===== config.mk =====
export PLATFORM = sky130hd
export DESIGN_NAME = char_lcd_nibble_sequencer
export DESIGN_NICKNAME = d
export VERILOG_FILES = /design/src/hw/rtl/lcdns_pkg.sv /design/src/hw/rtl/lcdns_front.sv /design/src/hw/rtl/lcdns_queue.sv /design/src/hw/rtl/lcdns_back.sv /design/src/hw/rtl/char_lcd_nibble_sequencer.sv
export SDC_FILE = /design/constraint.sdc
export NUM_CORES = 1
export LEC_CHECK = 0
export BUFFER_PORTS_ARGS = -buffer_cell sky130_fd_sc_hd__buf_4
export CAP_MARGIN = 0
export CORE_MARGIN = 2
export CORE_UTILIZATION = 24
export DETAILED_ROUTE_END_ITERATION = 16
export GPL_ROUTABILITY_DRIVEN = 0
export SLEW_MARGIN = 20
export SYNTH_ARGS = -nofsm -noshare
export SYNTH_HDL_FRONTEND = slang
export SYNTH_SLANG_ARGS = --single-unit

===== constraint.sdc =====
create_clock -name clk -period 3.32 [get_ports clk]
set_input_delay 0 -clock clk [delete_from_list [all_inputs] [get_ports clk]]
set_output_delay 0 -clock clk [all_outputs]
set_load 0.05 [all_outputs]

===== src/hw/rtl/lcdns_pkg.sv =====
`timescale 1ns / 1ps
// ----------------------------------------------------------------------------
// lcdns_pkg: shared types and constants for the character-LCD sequencer
// Request codes, job kinds, register map, reset values and power-up timing.
// ----------------------------------------------------------------------------
package lcdns_pkg;

    // Request codes carried on req_type.
    typedef enum logic [1:0] {
        REQ_INIT = 2'd0,
        REQ_CMD  = 2'd1,
        REQ_DATA = 2'd2,
        REQ_TEXT = 2'd3
    } req_type_t;

    // Classified work handed from the front end to the back end.
    typedef enum logic [2:0] {
        JOB_INIT       = 3'd0,
        JOB_CMD        = 3'd1,
        JOB_DATA       = 3'd2,
        JOB_TEXT_PLAIN = 3'd3,
        JOB_TEXT_LINE2 = 3'd4,
        JOB_TEXT_START = 3'd5
    } job_kind_t;

    typedef struct packed {
        job_kind_t   kind;
        logic [7:0]  value;
    } job_t;

    // Register indexes (byte address is four times the index).
    typedef enum logic [2:0] {
        REG_LINE_LENGTH   = 3'd0,
        REG_FIRST_LINE    = 3'd1,
        REG_SECOND_LINE   = 3'd2,
        REG_NIBBLE_GAP    = 3'd3,
        REG_BYTE_GAP      = 3'd4
    } reg_index_t;

    // Configuration seen by the back end.
    typedef struct packed {
        logic [7:0]  first_line_command;
        logic [7:0]  second_line_command;
        logic [15:0] nibble_gap_us;
        logic [15:0] byte_gap_us;
    } cfg_t;

    localparam int ADDR_W = 5;
    localparam int DATA_W = 32;

    localparam logic [5:0]  LINE_LENGTH_RST  = 6'd16;
    localparam logic [7:0]  FIRST_LINE_RST   = 8'h80;
    localparam logic [7:0]  SECOND_LINE_RST  = 8'hC0;
    localparam logic [15:0] NIBBLE_GAP_RST   = 16'd100;
    localparam logic [15:0] BYTE_GAP_RST     = 16'd5000;

    localparam logic [5:0]  CHARS_MAX        = 6'd63;

    // Command bytes used by the sequences.
    localparam logic [7:0]  CMD_CLEAR        = 8'h01;
    localparam logic [7:0]  CMD_ENTRY_MODE   = 8'h06;
    localparam logic [7:0]  CMD_DISPLAY_ON   = 8'h0F;

    // Power-up timing in microseconds.
    localparam logic [18:0] WAIT_POWER_UP    = 19'd500000;
    localparam logic [15:0] WAIT_WAKE_LONG   = 16'd50000;
    localparam logic [15:0] WAIT_WAKE_SHORT  = 16'd10000;
    localparam logic [3:0]  NIB_WAKE         = 4'h3;
    localparam logic [3:0]  NIB_FOUR_BIT     = 4'h2;
    localparam logic [3:0]  INIT_WAKE_STEPS  = 4'd4;

    // Index of the final pulse of each job.
    function automatic logic [3:0] last_step(input job_kind_t kind);
        logic [3:0] r;
        begin
            unique case (kind)
                JOB_INIT:       r = 4'd9;
                JOB_TEXT_LINE2: r = 4'd3;
                JOB_TEXT_START: r = 4'd5;
                default:        r = 4'd1;
            endcase
            return r;
        end
    endfunction

endpackage


===== src/hw/rtl/lcdns_front.sv =====
`timescale 1ns / 1ps
// ----------------------------------------------------------------------------
// lcdns_front: request classifier
// Turns each accepted request into a job and tracks characters on the line.
// ----------------------------------------------------------------------------
module lcdns_front
(
    input  logic               clk,
    input  logic               rst_n,
    input  logic               push,
    output logic               full,
    input  logic [1:0]         req_type,
    input  logic [7:0]         byte_value,
    input  logic               text_start,
    input  logic [5:0]         line_length,
    input  logic               q_full,
    output logic               q_push,
    output lcdns_pkg::job_t    q_job
);

    logic [5:0] chars_reg;
    logic [5:0] chars_next;
    logic [5:0] len;
    logic       accept;

    assign full   = q_full;
    assign accept = push && !q_full;
    assign q_push = accept;
    assign len    = (line_length == 6'd0) ? 6'd1 : line_length;

    always_comb
    begin
        chars_next  = chars_reg;
        q_job.value = byte_value;
        q_job.kind  = lcdns_pkg::JOB_TEXT_PLAIN;
        unique case (lcdns_pkg::req_type_t'(req_type))
            lcdns_pkg::REQ_INIT: q_job.kind = lcdns_pkg::JOB_INIT;
            lcdns_pkg::REQ_CMD:  q_job.kind = lcdns_pkg::JOB_CMD;
            lcdns_pkg::REQ_DATA: q_job.kind = lcdns_pkg::JOB_DATA;
            default:
            begin
                if (text_start) begin
                    q_job.kind = lcdns_pkg::JOB_TEXT_START;
                    chars_next = 6'd1;
                end else begin
                    if (chars_reg == len && len != lcdns_pkg::CHARS_MAX) begin
                        q_job.kind = lcdns_pkg::JOB_TEXT_LINE2;
                    end
                    if (chars_reg != lcdns_pkg::CHARS_MAX) begin
                        chars_next = chars_reg + 6'd1;
                    end
                end
            end
        endcase
    end

    always_ff @(posedge clk or negedge rst_n)
    begin
        if (!rst_n) begin
            chars_reg <= 6'd0;
        end else if (accept) begin
            chars_reg <= chars_next;
        end
    end

endmodule


===== src/hw/rtl/lcdns_queue.sv =====
`timescale 1ns / 1ps
// ----------------------------------------------------------------------------
// lcdns_queue: job queue
// Short first-in first-out buffer between the classifier and the sequencer.
// ----------------------------------------------------------------------------
module lcdns_queue
#(
    parameter int DEPTH = 2
)
(
    input  logic               clk,
    input  logic               rst_n,
    input  logic               push,
    input  lcdns_pkg::job_t    push_job,
    output logic               full,
    input  logic               pop,
    output logic               empty,
    output lcdns_pkg::job_t    head
);

    localparam int PTR_W = (DEPTH > 1) ? $clog2(DEPTH) : 1;
    localparam int CNT_W = $clog2(DEPTH + 1);
    localparam logic [PTR_W-1:0] PTR_LAST = PTR_W'(DEPTH - 1);
    localparam logic [CNT_W-1:0] CNT_FULL = CNT_W'(DEPTH);

    lcdns_pkg::job_t  mem_reg [DEPTH];
    logic [PTR_W-1:0] wr_ptr_reg;
    logic [PTR_W-1:0] rd_ptr_reg;
    logic [CNT_W-1:0] count_reg;
    logic [CNT_W-1:0] count_next;
    logic             do_push;
    logic             do_pop;

    assign full    = (count_reg == CNT_FULL);
    assign empty   = (count_reg == '0);
    assign do_push = push && !full;
    assign do_pop  = pop && !empty;
    assign head    = mem_reg[rd_ptr_reg];

    always_comb
    begin
        count_next = count_reg;
        if (do_push && !do_pop) begin
            count_next = count_reg + CNT_W'(1);
        end else if (do_pop && !do_push) begin
            count_next = count_reg - CNT_W'(1);
        end
    end

    always_ff @(posedge clk or negedge rst_n)
    begin
        if (!rst_n) begin
            wr_ptr_reg <= '0;
            rd_ptr_reg <= '0;
            count_reg  <= '0;
        end else begin
            count_reg <= count_next;
            if (do_push) begin
                wr_ptr_reg <= (wr_ptr_reg == PTR_LAST) ? '0 : wr_ptr_reg + PTR_W'(1);
            end
            if (do_pop) begin
                rd_ptr_reg <= (rd_ptr_reg == PTR_LAST) ? '0 : rd_ptr_reg + PTR_W'(1);
            end
        end
    end

    always_ff @(posedge clk)
    begin
        if (do_push) begin
            mem_reg[wr_ptr_reg] <= push_job;
        end
    end

endmodule


===== src/hw/rtl/lcdns_back.sv =====
`timescale 1ns / 1ps
// ----------------------------------------------------------------------------
// lcdns_back: pulse sequencer
// Steps through the pulses of the head job, one word a cycle when not stalled.
// ----------------------------------------------------------------------------
module lcdns_back
(
    input  logic               clk,
    input  logic               rst_n,
    input  lcdns_pkg::cfg_t    cfg,
    input  logic               q_empty,
    input  lcdns_pkg::job_t    q_head,
    output logic               q_pop,
    output logic               empty,
    input  logic               pop,
    output logic [3:0]         nibble,
    output logic               register_select,
    output logic [18:0]        wait_before_us,
    output logic [15:0]        wait_after_us,
    output logic               last
);

    logic [3:0]  step_reg;
    logic [3:0]  step_next;
    logic        valid_reg;
    logic        valid_next;
    logic        advance;
    logic        final_step;
    logic [3:0]  pos;
    logic [2:0]  byte_sel;
    logic [7:0]  cur_byte;
    logic        cur_rs;

    logic [3:0]  nibble_next;
    logic        rs_next;
    logic [18:0] before_next;
    logic [15:0] after_next;

    logic [3:0]  nibble_reg;
    logic        rs_reg;
    logic [18:0] before_reg;
    logic [15:0] after_reg;
    logic        last_reg;

    assign advance    = !q_empty && (!valid_reg || pop);
    assign final_step = (step_reg == lcdns_pkg::last_step(q_head.kind));
    assign q_pop      = advance && final_step;
    assign pos        = (q_head.kind == lcdns_pkg::JOB_INIT)
                        ? step_reg - lcdns_pkg::INIT_WAKE_STEPS : step_reg;
    assign byte_sel   = pos[3:1];

    always_comb
    begin
        cur_byte = q_head.value;
        cur_rs   = 1'b1;
        unique case (q_head.kind)
            lcdns_pkg::JOB_INIT:
            begin
                cur_rs = 1'b0;
                unique case (byte_sel)
                    3'd0:    cur_byte = lcdns_pkg::CMD_CLEAR;
                    3'd1:    cur_byte = lcdns_pkg::CMD_ENTRY_MODE;
                    default: cur_byte = lcdns_pkg::CMD_DISPLAY_ON;
                endcase
            end
            lcdns_pkg::JOB_CMD:  cur_rs = 1'b0;
            lcdns_pkg::JOB_DATA: cur_rs = 1'b1;
            lcdns_pkg::JOB_TEXT_LINE2:
            begin
                if (byte_sel == 3'd0) begin
                    cur_byte = cfg.second_line_command;
                    cur_rs   = 1'b0;
                end
            end
            lcdns_pkg::JOB_TEXT_START:
            begin
                if (byte_sel == 3'd0) begin
                    cur_byte = lcdns_pkg::CMD_CLEAR;
                    cur_rs   = 1'b0;
                end else if (byte_sel == 3'd1) begin
                    cur_byte = cfg.first_line_command;
                    cur_rs   = 1'b0;
                end
            end
            default: cur_rs = 1'b1;
        endcase
    end

    always_comb
    begin
        nibble_next = pos[0] ? cur_byte[3:0] : cur_byte[7:4];
        rs_next     = cur_rs;
        before_next = '0;
        after_next  = pos[0] ? cfg.byte_gap_us : cfg.nibble_gap_us;
        // Power-up wake-up pulses precede the normal byte transfers.
        if (q_head.kind == lcdns_pkg::JOB_INIT && step_reg < lcdns_pkg::INIT_WAKE_STEPS) begin
            rs_next     = 1'b0;
            nibble_next = (step_reg == 4'd3) ? lcdns_pkg::NIB_FOUR_BIT : lcdns_pkg::NIB_WAKE;
            before_next = (step_reg == 4'd0) ? lcdns_pkg::WAIT_POWER_UP : '0;
            after_next  = (step_reg < 4'd2) ? lcdns_pkg::WAIT_WAKE_LONG
                                            : lcdns_pkg::WAIT_WAKE_SHORT;
        end
    end

    always_comb
    begin
        step_next  = step_reg;
        valid_next = valid_reg;
        if (advance) begin
            valid_next = 1'b1;
            step_next  = final_step ? 4'd0 : step_reg + 4'd1;
        end else if (pop) begin
            valid_next = 1'b0;
        end
    end

    always_ff @(posedge clk or negedge rst_n)
    begin
        if (!rst_n) begin
            step_reg  <= 4'd0;
            valid_reg <= 1'b0;
        end else begin
            step_reg  <= step_next;
            valid_reg <= valid_next;
        end
    end

    always_ff @(posedge clk)
    begin
        if (advance) begin
            nibble_reg <= nibble_next;
            rs_reg     <= rs_next;
            before_reg <= before_next;
            after_reg  <= after_next;
            last_reg   <= final_step;
        end
    end

    assign empty           = !valid_reg;
    assign nibble          = nibble_reg;
    assign register_select = rs_reg;
    assign wait_before_us  = before_reg;
    assign wait_after_us   = after_reg;
    assign last            = last_reg;

endmodule


===== src/hw/rtl/char_lcd_nibble_sequencer.sv =====
`timescale 1ns / 1ps
// ----------------------------------------------------------------------------
// char_lcd_nibble_sequencer: 4-bit character-LCD transfer sequencer
// Turns init, command, data and text requests into enable-pulse words.
// ----------------------------------------------------------------------------
//
//  Channel   | Direction | Handshake            | Word contents
//  ----------+-----------+----------------------+-------------------------------
//  request   | in        | push / full          | req_type, byte_value, text_start
//  pulse     | out       | pop / empty          | nibble, register_select,
//            |           |                      | wait_before_us, wait_after_us, last
//  config    | in        | APB psel/penable     | five registers at 4*index
//
// One pulse word leaves per cycle while pop is held high. A request produces
// 2 to 10 words (init 10, text start 6, line change 4, otherwise 2), so the
// pulse sequencer, which emits one word a cycle, sets the sustained request
// rate. Requests are taken one per cycle until the job queue between the
// classifier and the sequencer is full. Reset clears the queue, the line
// counter and the output valid flag; no clearing pass is needed. A stalled
// output holds its word while new requests keep arriving.
//
// The front end classifies each request as it is accepted, so the character
// counter always reflects request order, independent of back-end stalls. The
// back end reads the address and gap registers live, safe only if the user
// sees that configuration is only changed while the block is idle (unenforced).
// ----------------------------------------------------------------------------
module char_lcd_nibble_sequencer
#(
    parameter int QUEUE_DEPTH = 2
)
(
    input  logic                          clk,
    input  logic                          rst_n,
    // Request side
    input  logic                          push,
    output logic                          full,
    input  logic [1:0]                    req_type,
    input  logic [7:0]                    byte_value,
    input  logic                          text_start,
    // Pulse side
    output logic                          empty,
    input  logic                          pop,
    output logic [3:0]                    nibble,
    output logic                          register_select,
    output logic [18:0]                   wait_before_us,
    output logic [15:0]                   wait_after_us,
    output logic                          last,
    // Configuration port
    input  logic                          psel,
    input  logic                          penable,
    input  logic                          pwrite,
    input  logic [lcdns_pkg::ADDR_W-1:0]  paddr,
    input  logic [lcdns_pkg::DATA_W-1:0]  pwdata,
    output logic [lcdns_pkg::DATA_W-1:0]  prdata,
    output logic                          pready
);

    logic [5:0]   line_length_reg;
    logic [7:0]   first_line_reg;
    logic [7:0]   second_line_reg;
    logic [15:0]  nibble_gap_reg;
    logic [15:0]  byte_gap_reg;

    logic         cfg_write;
    lcdns_pkg::reg_index_t reg_idx;
    lcdns_pkg::cfg_t       cfg;

    logic             q_push;
    logic             q_pop;
    logic             q_full;
    logic             q_empty;
    lcdns_pkg::job_t  q_in;
    lcdns_pkg::job_t  q_head;

    // ------------------------------------------------------------------
    // Configuration registers. The port never inserts wait states.
    // ------------------------------------------------------------------
    assign pready    = 1'b1;
    assign cfg_write = psel && penable && pwrite && pready;
    assign reg_idx   = lcdns_pkg::reg_index_t'(paddr[4:2]);

    always_ff @(posedge clk or negedge rst_n)
    begin
        if (!rst_n)
        begin
            line_length_reg <= lcdns_pkg::LINE_LENGTH_RST;
            first_line_reg  <= lcdns_pkg::FIRST_LINE_RST;
            second_line_reg <= lcdns_pkg::SECOND_LINE_RST;
            nibble_gap_reg  <= lcdns_pkg::NIBBLE_GAP_RST;
            byte_gap_reg    <= lcdns_pkg::BYTE_GAP_RST;
        end
        else if (cfg_write)
        begin
            unique case (reg_idx)
                lcdns_pkg::REG_LINE_LENGTH: line_length_reg <= pwdata[5:0];
                lcdns_pkg::REG_FIRST_LINE:  first_line_reg  <= pwdata[7:0];
                lcdns_pkg::REG_SECOND_LINE: second_line_reg <= pwdata[7:0];
                lcdns_pkg::REG_NIBBLE_GAP:  nibble_gap_reg  <= pwdata[15:0];
                lcdns_pkg::REG_BYTE_GAP:    byte_gap_reg    <= pwdata[15:0];
                default: ;
            endcase
        end
    end

    // Read-back; unmapped addresses read as zero.
    always_comb
    begin
        prdata = '0;
        unique case (reg_idx)
            lcdns_pkg::REG_LINE_LENGTH: prdata = {26'd0, line_length_reg};
            lcdns_pkg::REG_FIRST_LINE:  prdata = {24'd0, first_line_reg};
            lcdns_pkg::REG_SECOND_LINE: prdata = {24'd0, second_line_reg};
            lcdns_pkg::REG_NIBBLE_GAP:  prdata = {16'd0, nibble_gap_reg};
            lcdns_pkg::REG_BYTE_GAP:    prdata = {16'd0, byte_gap_reg};
            default:                    prdata = '0;
        endcase
    end

    assign cfg.first_line_command  = first_line_reg;
    assign cfg.second_line_command = second_line_reg;
    assign cfg.nibble_gap_us       = nibble_gap_reg;
    assign cfg.byte_gap_us         = byte_gap_reg;

    // ------------------------------------------------------------------
    // Front end: classifies each request and keeps the line counter.
    // ------------------------------------------------------------------
    lcdns_front u_front
    (
        .clk         (clk),
        .rst_n       (rst_n),
        .push        (push),
        .full        (full),
        .req_type    (req_type),
        .byte_value  (byte_value),
        .text_start  (text_start),
        .line_length (line_length_reg),
        .q_full      (q_full),
        .q_push      (q_push),
        .q_job       (q_in)
    );

    // ------------------------------------------------------------------
    // Job queue decoupling the two halves.
    // ------------------------------------------------------------------
    lcdns_queue
    #(
        .DEPTH (QUEUE_DEPTH)
    )
    u_queue
    (
        .clk      (clk),
        .rst_n    (rst_n),
        .push     (q_push),
        .push_job (q_in),
        .full     (q_full),
        .pop      (q_pop),
        .empty    (q_empty),
        .head     (q_head)
    );

    // ------------------------------------------------------------------
    // Back end: walks through the pulses of each job into the output
    // register, one word per cycle while not stalled.
    // ------------------------------------------------------------------
    lcdns_back u_back
    (
        .clk             (clk),
        .rst_n           (rst_n),
        .cfg             (cfg),
        .q_empty         (q_empty),
        .q_head          (q_head),
        .q_pop           (q_pop),
        .empty           (empty),
        .pop             (pop),
        .nibble          (nibble),
        .register_select (register_select),
        .wait_before_us  (wait_before_us),
        .wait_after_us   (wait_after_us),
        .last            (last)
    );

endmodule


**After elaboration in Yosys (flattened, before gate mapping)**

Memory sizes are Yosys's and may differ from the RTL's.
Index checks and enable logic that the tools add are counted.

- $add $sub $neg: 7
- Multiply operators: 0
- Divide/modulo/power cells: 0
- Order comparisons: 2
- Equality and inequality tests: 16
- Shifts and indexed selects: 0
- Multiplexer cells: 34
- Bitwise operators: 1
- Reduce and logical (&&, ||, !) cells: 35

Operator list:

| cell | count |
|---|---|
| $pmux 16 s5 | 1 |
| $mux 16 | 3 |
| $mux 8 | 3 |
| $pmux 8 s3 | 1 |
| $mux 19 | 1 |
| $mux 6 | 3 |
| $mux 4 | 4 |
| $ne 6x6->1 const B | 2 |
| $pmux 4 s3 | 1 |
| $logic_and 1x1->1 | 11 |
| $mux 1 | 10 |
| $reduce_and 2->1 | 5 |
| $eq 3x1->1 const B | 3 |
| $eq 3x3->1 const B | 3 |
| $logic_not 3->1 | 3 |
| $pmux 3 s3 | 1 |
| $pmux 4 s2 | 1 |
| $add 6x1->6 const B | 1 |
| $eq 3x2->1 const B | 2 |
| $eq 6x6->1 | 1 |
| $logic_not 6->1 | 1 |
| $mux 3 | 2 |
| $reduce_bool 2->1 | 3 |
| $logic_not 1->1 | 5 |
| 20 further kinds | 24 |

- Register bits: 110
- Latch bits: 0
- Bits in writable memories: 22
- ROM bits: 0
- Input port bits: 55
- Output and inout port bits: 76
- Logic and storage cells: 112
- Memories: 1

Memory list:

| name | words | bits a word | rd ports | clocked after Yosys merged registers in | wr ports | line | source |
|---|---|---|---|---|---|---|---|
| u_queue.mem_reg | 2 | 11 | 1 | 0 | 1 | lcdns_queue.sv:26 | `lcdns_pkg::job_t mem_reg [DEPTH];` |

**Logic depth before layout (Yosys ltp)**

Gate-level depths: netlist of the first run.
An unclocked memory read counts as a cell.

- Depth after elaboration: 9
- Gate-level depth with buffers: 10
- Gate-level depth less buffers: 9

**Cells and area by module**

Synthesis of the first run repeated with hierarchy kept, for this count alone.

- Cells, all modules: 521
- Area, all modules: 6192.2 um^2

By module, submodules not included:

| module | times used | cells an instance | area each (um^2) | sequential area each (um^2) |
|---|---|---|---|---|
| char_lcd_nibble_sequencer | 1 | 191 | 2648.8 | 1366.3 |
| lcdns_back | 1 | 211 | 2011.9 | 815.8 |
| lcdns_queue | 1 | 53 | 991.0 | 760.7 |
| lcdns_front | 1 | 66 | 540.5 | 150.1 |

**Worst setup path before layout of the first run**

No wires, ideal clock.

- Path kind: register -> register
- From: reg u_queue.rd_ptr_reg
- To: reg u_queue.count_reg[1]
- Arrival: 2630 ps
- Data required time: 3241 ps
- Path slack: 611 ps
- Cell stages (with the launch flop): 11
- Cells stage by stage: dfrtp_1 buf_6 or3b_2 o22a_1 xnor2_1 a2111oi_4 nand2_1 ha_1 xor2_1 nor2_1 xor2_1

- Longest elaborated chain between the ends: 9
- Elaborated cells between the ends (all ways): 13

RTL lines:

| item | line | source |
|---|---|---|
| start, declared | lcdns_queue.sv:28 | `logic [PTR_W-1:0] rd_ptr_reg;` |
| start signal, assigned | lcdns_queue.sv:62 | `rd_ptr_reg <= (rd_ptr_reg == PTR_LAST) ? '0 : rd_ptr_reg + PTR_W'(1);` |
| $mem_v2 2x11 * | -- |  |
| $eq 3x3->1 or $logic_not 3->1 (tied branches) | lcdns_pkg.sv:76 | `unique case (kind)` |
| $pmux 4 s3 * | lcdns_pkg.sv:76 |  |
| $eq 4x4->1 * | lcdns_back.sv:46 | `assign final_step = (step_reg == lcdns_pkg::last_step(q_head.kind));` |
| named net u_back.final_step | lcdns_back.sv:28 | `logic final_step;` |
| $logic_and 1x1->1 * | lcdns_back.sv:47 | `assign q_pop = advance && final_step;` |
| $logic_and 1x1->1 * | lcdns_queue.sv:37 | `assign do_pop = pop && !empty;` |
| $logic_not 1->1 | lcdns_queue.sv:43 | `if (do_push && !do_pop) begin` |
| $logic_and 1x1->1 | lcdns_queue.sv:43 |  |
| $mux 2 or $reduce_bool 2->1 (tied branches) | -- |  |
| end signal, assigned | lcdns_queue.sv:57 | `count_reg <= count_next;` |
| end, declared | lcdns_queue.sv:29 | `logic [CNT_W-1:0] count_reg;` |

Mark *: on every way through the listed nets, which the timed path passes. The rest lies on a longest branch.
A chain may end at the register's enable or synchronous reset.

**Final worst setup path of the first run**

Same ends and word-level chain as after synthesis.

==> results of run 1 <==
[kinds of logic after synthesis]
logic type	after synthesis	share of synthesized area, %
AO/OA/AOI/OAI	79	9.817
buffers and inverters	73	7.190
multiplexers	100	18.57
adder cells (fa/ha/maj)	6	1.250
flip-flops	114	51.52
AND/OR/NAND/NOR	107	9.337
XOR/XNOR	15	2.188
other	2	0.1251
[cells in the final DEF (no fill, tap or decap), types with 3 or more instances in the layout]
cell           netlist  final
nand2b_1             6      6
mux2_2              61     61
a22oi_1              3      3
conb_1               2     29
a21oi_1             19     19
nand3_1              6      6
nand2_1             18     18
nor2_1              37     37
dlygate4sd3_1        0     30
edfxtp_1            45     45
dfstp_2             12     12
o21ai_0             13     13
xnor2_1              6      6
xor2_1               9      9
inv_1               15     15
and3_1               5      5
a22o_1               9      9
buf_4               35     91
ha_1                 6      6
nor2b_1              4      4
clkinv_2             0      4
a221o_1              3      3
clkbuf_16            0     18
nor3_1               8      7
mux2i_1             36     36
clkbuf_8             0      4
dfrtp_1             57     57
nand4_1              3      3
o22ai_1              8      8
and2_1               4      4
[cell type report]
type                       count  area [um^2]  area share (%)
clock inverter                 8        50.05          0.6506
timing repair buffer         121        983.4           12.78
sequential                   114         3093           40.21
multi-input combinational    336         2585           33.60
inverter                      16        60.06          0.7807
tap                          324        405.4           5.270
antenna                        1        2.502         0.03253
clock buffer                  24        513.0           6.669
[timing repair]
item,in CTS,in global routing
hold endpoints to repair,139,0
resized for setup,0,0
hold buffers,30,0
[power breakdown]
group / internal, mW / switching (mW) / leakage (nW)
combinational: 1.03 / 1.76 / 1.75
clock: 1.07 / 0.647 / 0.286
sequential: 2.00 / 0.322 / 1.28
[metal layers]
layer,wire length [um],vias up,GRT usage (%)
met5,0,-,0
met4,217,0,4.224
met3,681,9,2.630
met2,7550,121,20.08
met1,6645,2108,14.57
li1,-,1982,-
[tightest hold or removal path, stage by stage]
cell	delay, ns
buf_4	0.19
nor4b_2	0.14
mux2_2	0.24
[stage by stage]
stage	hold slack (ns)	setup WS (ns)	std cells	power, mW	area [um^2]
finish	0.1839	0.5032	944	6.835	7692
global route	0.2036	0.3363	944	7.215	7692
CTS	0.1745	0.4869	943	6.916	7690
detailed placement	0.1890	0.4901	881	5.134	6827
global placement	0.1871	0.5438	881	5.099	6827
floorplan	-0.2956	0.6111	523	4.432	6105
[worst max-delay path by stage]
stage,to,slack (ns),depth (start not counted)
global placement,u_queue.count_reg[1],0.54,9
detailed placement,u_queue.count_reg[1],0.49,9
CTS,u_queue.count_reg[1],0.49,9
global route,u_queue.count_reg[1],0.34,9
finish,u_queue.count_reg[1],0.50,9
floorplan,u_queue.count_reg[1],0.61,10
==> results.md, run 1 <==
- Most frequent CP cell: xor2_1
- Wire length per cell: 15.99 um
- ANT nets after route: 0
- Worst setup EP type: flop
- Total Routing Usage GR: 11.75%
- Number of DRC markers in iteration 0: 270
- Vias per cell: 4.470
- Worst vdd ir: 0.0003442 V
- Die Wd: 162.2 um
- Congestion Overflow GR: 0
- RSZ-0062 raised after global routing: no
- Max reg flops: 22
- DRC: 0
- Final-report hold violation count: 0
- Seq/Total Area, Yosys: 51.52%
- Die H: 162.2 um
- Setup violations, final: 0
- FILL cells: 2522
- Setup crit start: u_queue.rd_ptr_reg
- Max Freq: 0.3550 GHz
- Synth warn: 0
- Post-layout util: 31.45%
- Initial antenna violation count: 1
- End of the worst hold path: first_line_reg[6]
- Most area-consuming cells after synthesis: dfrtp_1 24%, edfxtp_1 23%, mux2_2 11%
- Top-count cell post-synth: mux2_2
- Core area: 24460 um^2
- Starting Density: 24.54%
- Tmin final: 2.817 ns
- Routed vias: 4220
- Vias in the first global route: 4077
- Pin count of the biggest net entering global routing: 70
- Cell area after synthesis: 6003 um^2
- CP arrival: 3.15 ns
- Hold path startpoint: paddr[4]
- Max Slew Vio Count: 0
- Syn Inst Count: 496
- CTS HTree Levels: 4
- Clock-pin slew on the worst setup and hold paths: 0.06 ns
- Final nets: 667
- 1st-pass router iterations: 4
- Worst R2R Path Depth: 9
- Ports: 131
- PD cells: 888.6 nW/um^2
- Synth top cells by count: 61 x mux2_2, 57 x dfrtp_1, 45 x edfxtp_1, 37 x nor2_1, 36 x mux2i_1
- Buf+Inv Stages, Crit Path: 0
- Worst r2r src: u_queue.rd_ptr_reg
- Slew margin rel.: 35.11%
- Pleak: 3.316 nW
- # rows: 57
- Worst Skew: 0.01844 ns
- Post-synth top area share: 23.76%
- CTS buffer count: 17
- Setup TNS: 0 ns
- Die area: 26290 um^2
- Critical path required time: 3.66 ns
- Max Cap Viol: 0
- Worst-skew pair later-pin latency: 0.42 ns
- First-pass GRT wire length: 23.35 mm
- HPWL after detailed placement: 10.64 mm
- Hold Path Class: input port to flop
- CTS tree: built
- Port-buffer cells: 83
- CP max stage delay: 0.56 ns
- Synth async-reset ratio: 60.53%
- Reg2reg setup slack: 0.50 ns
- Critical path class: flop to flop
- Post-synth EDFFs: 45
- Root Buffer: clkbuf_16
- Layout cells sized above 1: 33.93%
- Critical Path Start Type: flop
- Critical path, cell by cell: or3b_2 -> o22a_1 -> xnor2_1 -> a2111oi_4 -> nand2_1 -> ha_1 -> xor2_1 -> nor2_1 -> xor2_1
- Largest delay share family, worst path: simple AND/OR/NAND/NOR gates
- CP max-delay cell: or3b_2
- Hold Crit Depth: 3
- Clock tree buffer depth: 2
- Outcome: completed
- Crit path max fanout: 9
- Worst Tran Pin Value: 0.9697 ns
- Top FF cell, synth: dfrtp_1
- Clock Sinks: 114
- Avg Cell Area, Syn: 12.10 um^2
- Setup Fix Bufs, Post-CTS: 0
- Synth-to-layout area growth: 28.14%
- Reg-to-Reg End: u_queue.count_reg[1]
- Netlist cell types: 66
- WL final: 15.10 mm
- Final period util: 84.84%
- Post-synth top area cell: dfrtp_1
- Seq cells post-synth: 114
Power figures use the tool's default switching activity.
==> run 2: changes to the inputs <==
ABC_AREA = 1   (was not set)
clock period = 2.52 ns   (was 3.32 ns; I/O delays follow)
==> results.md, run 2 <==
- Max Cap Viol: 0 (unchanged)
- Setup TNS: 0 ns (unchanged)
- Initial antenna violation count: 0 (-1)
- WL final: 15.56 mm (+3.1%)
- Root Buffer: clkbuf_16
- Final nets: 838 (+26%)
- Routed vias: 4729 (+12%)
- CP max-delay cell: dfrtp_2
- Post-synth EDFFs: 45 (unchanged)
- Congestion Overflow GR: 0 (unchanged)
- Hold Path Class: input port to flop
- Synth async-reset ratio: 60.53% (unchanged)
- HPWL after detailed placement: 10.92 mm (+2.7%)
- Post-layout util: 31.55% (+0.11 points)
- Critical path, cell by cell: nand2_1 -> nand2_4 -> nor2_8 -> inv_2 -> nor2_4 -> o21ai_1 -> nor3_2 -> nand2_2 -> ha_1 -> a21oi_1 -> o21ai_0 -> xor2_1
- Vias in the first global route: 4612 (+13%)
- Commonest cells after routing, fill and taps aside: 202 x nand2_1, 100 x buf_4, 81 x o21ai_0, 57 x inv_1, 56 x dfrtp_1
- Port-buffer cells: 83 (unchanged)
- Commonest non-fill, non-tap cell in the layout: nand2_1
- Worst Tran Pin Value: 0.9905 ns (+0.02077 ns)
- Clock-pin slew on the worst setup and hold paths: 0.05 ns (about the same)
- Post-synth top area cell: dfrtp_1
- First-pass GRT wire length: 24.81 mm (+6.2%)
- Clock tree buffer depth: 2 (unchanged)
- Max Freq: 0.4246 GHz (+20%)
- RSZ-0062 raised after global routing: no
- Critical Path Start Type: flop
- Final period util: 93.45% (+8.6 points)
- Worst R2R Path Depth: 12 (+3)
- CTS buffer count: 17 (unchanged)
- Outcome: completed
- Seq cells post-synth: 114 (unchanged)
- CP arrival: 2.64 ns (-0.51 ns)
- Tmin final: 2.355 ns (-0.4618 ns)
- DRC: 0 (unchanged)
- Synth top cells by count: 202 x nand2_1, 81 x o21ai_0, 57 x dfrtp_1, 57 x inv_1, 45 x edfxtp_1
- Cell area after synthesis: 5829 um^2 (-2.9%)
- Final-report hold violation count: 0 (unchanged)
- Top FF cell, synth: dfrtp_1
- Number of DRC markers in iteration 0: 371 (+37%)
- Worst setup EP type: flop
- Most area-consuming cells after synthesis: dfrtp_1 24%, edfxtp_1 23%, nand2_1 13%
- CP max stage delay: 0.45 ns (-0.11 ns)
- Clock Sinks: 114 (unchanged)
- Core area: 24110 um^2 (-1.5%)
- ANT nets after route: 0 (unchanged)
- Synth-to-layout area growth: 30.48%
- Die area: 25550 um^2 (-2.8%)
- 1st-pass router iterations: 5 (+1)
- Ports: 131 (unchanged)
- Layout cells sized above 1: 21.65% (-12 points)
- Synth warn: 0 (unchanged)
- Starting Density: 24.18% (-0.36 points)
- Seq/Total Area, Yosys: 53.06% (+1.5 points)
- Total Routing Usage GR: 12.48% (+0.73 points)
- Slew margin rel.: 33.72% (-1.4 points)
- Critical path required time: 2.80 ns (-0.86 ns)
- Avg Cell Area, Syn: 8.859 um^2 (-27%)
- Hold Crit Depth: 3 (unchanged)
- # diodes: 0 (-1)
- Pleak: 3.450 nW (+4.0%)
- Pin count of the biggest net entering global routing: 70 (unchanged)
- PD cells: 1222 nW/um^2 (+38%)
- Wire length per cell: 13.97 um (-13%)
- Netlist cell types: 42 (-36%)
- Vias per cell: 4.245 (-5.0%)
- Worst vdd ir: 0.0004164 V (+21%)
- Reg2reg setup slack: 0.16 ns (-0.34 ns)
- Max reg flops: 22 (unchanged)
- Setup violations, final: 0 (unchanged)
- Die H: 159.9 um (-1.4%)
- Post-synth top area share: 24.47% (+0.71 points)
- Worst-skew pair later-pin latency: 0.42 ns (about the same)
- Syn Inst Count: 658 (+33%)
- Crit path max fanout: 6 (-3)
- Critical path class: flop to flop
- Max Slew Vio Count: 0 (unchanged)
- CTS HTree Levels: 4 (unchanged)
- # rows: 57 (unchanged)
- Worst Skew: 0.01299 ns (-0.005446 ns)
- Die Wd: 159.9 um (-1.4%)
- Top-count cell post-synth: nand2_1
- CTS tree: built
## run 2: cell count changes in the layout (fill, tap and decap cells not counted), moves of 6 or more
cell and delta:
inv_1 +42, o21ai_0 +68, nand2_1 +184, mux2i_1 -35, mux2_2 -61, nand2b_1 -6, nor2_1 -17, nand3_1 +16
o22ai_1 -7, nand2_2 +6, buf_4 +9
## run 2: worst max-delay path: cells and delay by family, from the launching register on
family / cells / cell delay (ns)
AO/OA/AOI/OAI: 3 / 0.33
XOR/XNOR: 1 / 0.15
adder cells (fa/ha/maj): 1 / 0.35
buffers and inverters: 1 / 0.07
flip-flops: 1 / 0.45
AND/OR/NAND/NOR: 6 / 0.89
## run 2: kinds of logic (layout without fill, tap and decap cells)
kind of cell	count (synthesis)	in the layout	synth area share, %
and+or+nand+nor	286	286	22.04
xor gates and xnor gates	9	9	1.352
buffers and inverters	116	221	10.15
other	2	29	0.1288
adders and majority gates	6	6	1.288
AOI/OAI and AO/OA	124	124	11.81
DFF	114	114	53.06
muxes	1	1	0.1717
## run 2: what timing repair did
action | CTS | global route
setup endpoints to repair | 0 | 1
endpoints found under the hold margin | 125 | 0
hold buffers | 27 | 0
setup buffers | 0 | 0
gates resized for setup | 0 | 1
## run 2: final timing paths
check / from / endpoint
worst max-delay path: u_queue.rd_ptr_reg / u_queue.count_reg[1]
worst min-delay path: pwdata[2] / first_line_reg[2]
worst max register to register: u_queue.rd_ptr_reg / u_queue.count_reg[1]
worst min register to register: nibble_gap_reg[5] / nibble_gap_reg[5]
max in group asynchronous: rst_n / u_queue.rd_ptr_reg
min in group asynchronous: rst_n / nibble_gap_reg[8]
## run 2: per-layer routing
metal	wire length, um	GRT usage, %	vias to the layer above
met3	689	2.883	25
met4	378	5.037	0
met5	0	0	-
met2	7520	20.37	145
li1	-	-	2348
met1	6973	16.02	2211
## run 2: area by class of cell
type | count | area, um^2
clock inverters | 7 | 108.9
fillers | 2509 | 16500
multi-input cells | 455 | 2258
well taps | 324 | 405.4
inverters | 62 | 232.7
flip-flops and latches | 114 | 3094
clock buffers | 25 | 485.5
repair buffers | 127 | 1021
## run 2: stage by stage
| stage | hold WS, ns | instance area [um^2] | setup slack (ns) | total power [mW] | cells |
|---|---|---|---|---|---|
| 6_report | 0.03491 | 7606 | 0.1650 | 9.296 | 1114 |
| 5_1_grt | 0.02664 | 7606 | 0.02370 | 9.851 | 1114 |
| 4_1_cts | 0.01971 | 7605 | 0.09223 | 9.377 | 1114 |
| 3_5_place_dp | 0.1873 | 6740 | 0.1042 | 6.889 | 1055 |
| 3_3_place_gp | 0.1875 | 6740 | 0.1760 | 6.860 | 1055 |
| 2_1_floorplan | -0.2956 | 5938 | 0.1802 | 5.793 | 685 |
## run 2: report_power, final
| group | internal (mW) | switching, mW |
|---|---|---|
| combinational | 1.16 | 2.73 |
| sequential | 2.65 | 0.342 |
| clock | 1.62 | 0.792 |
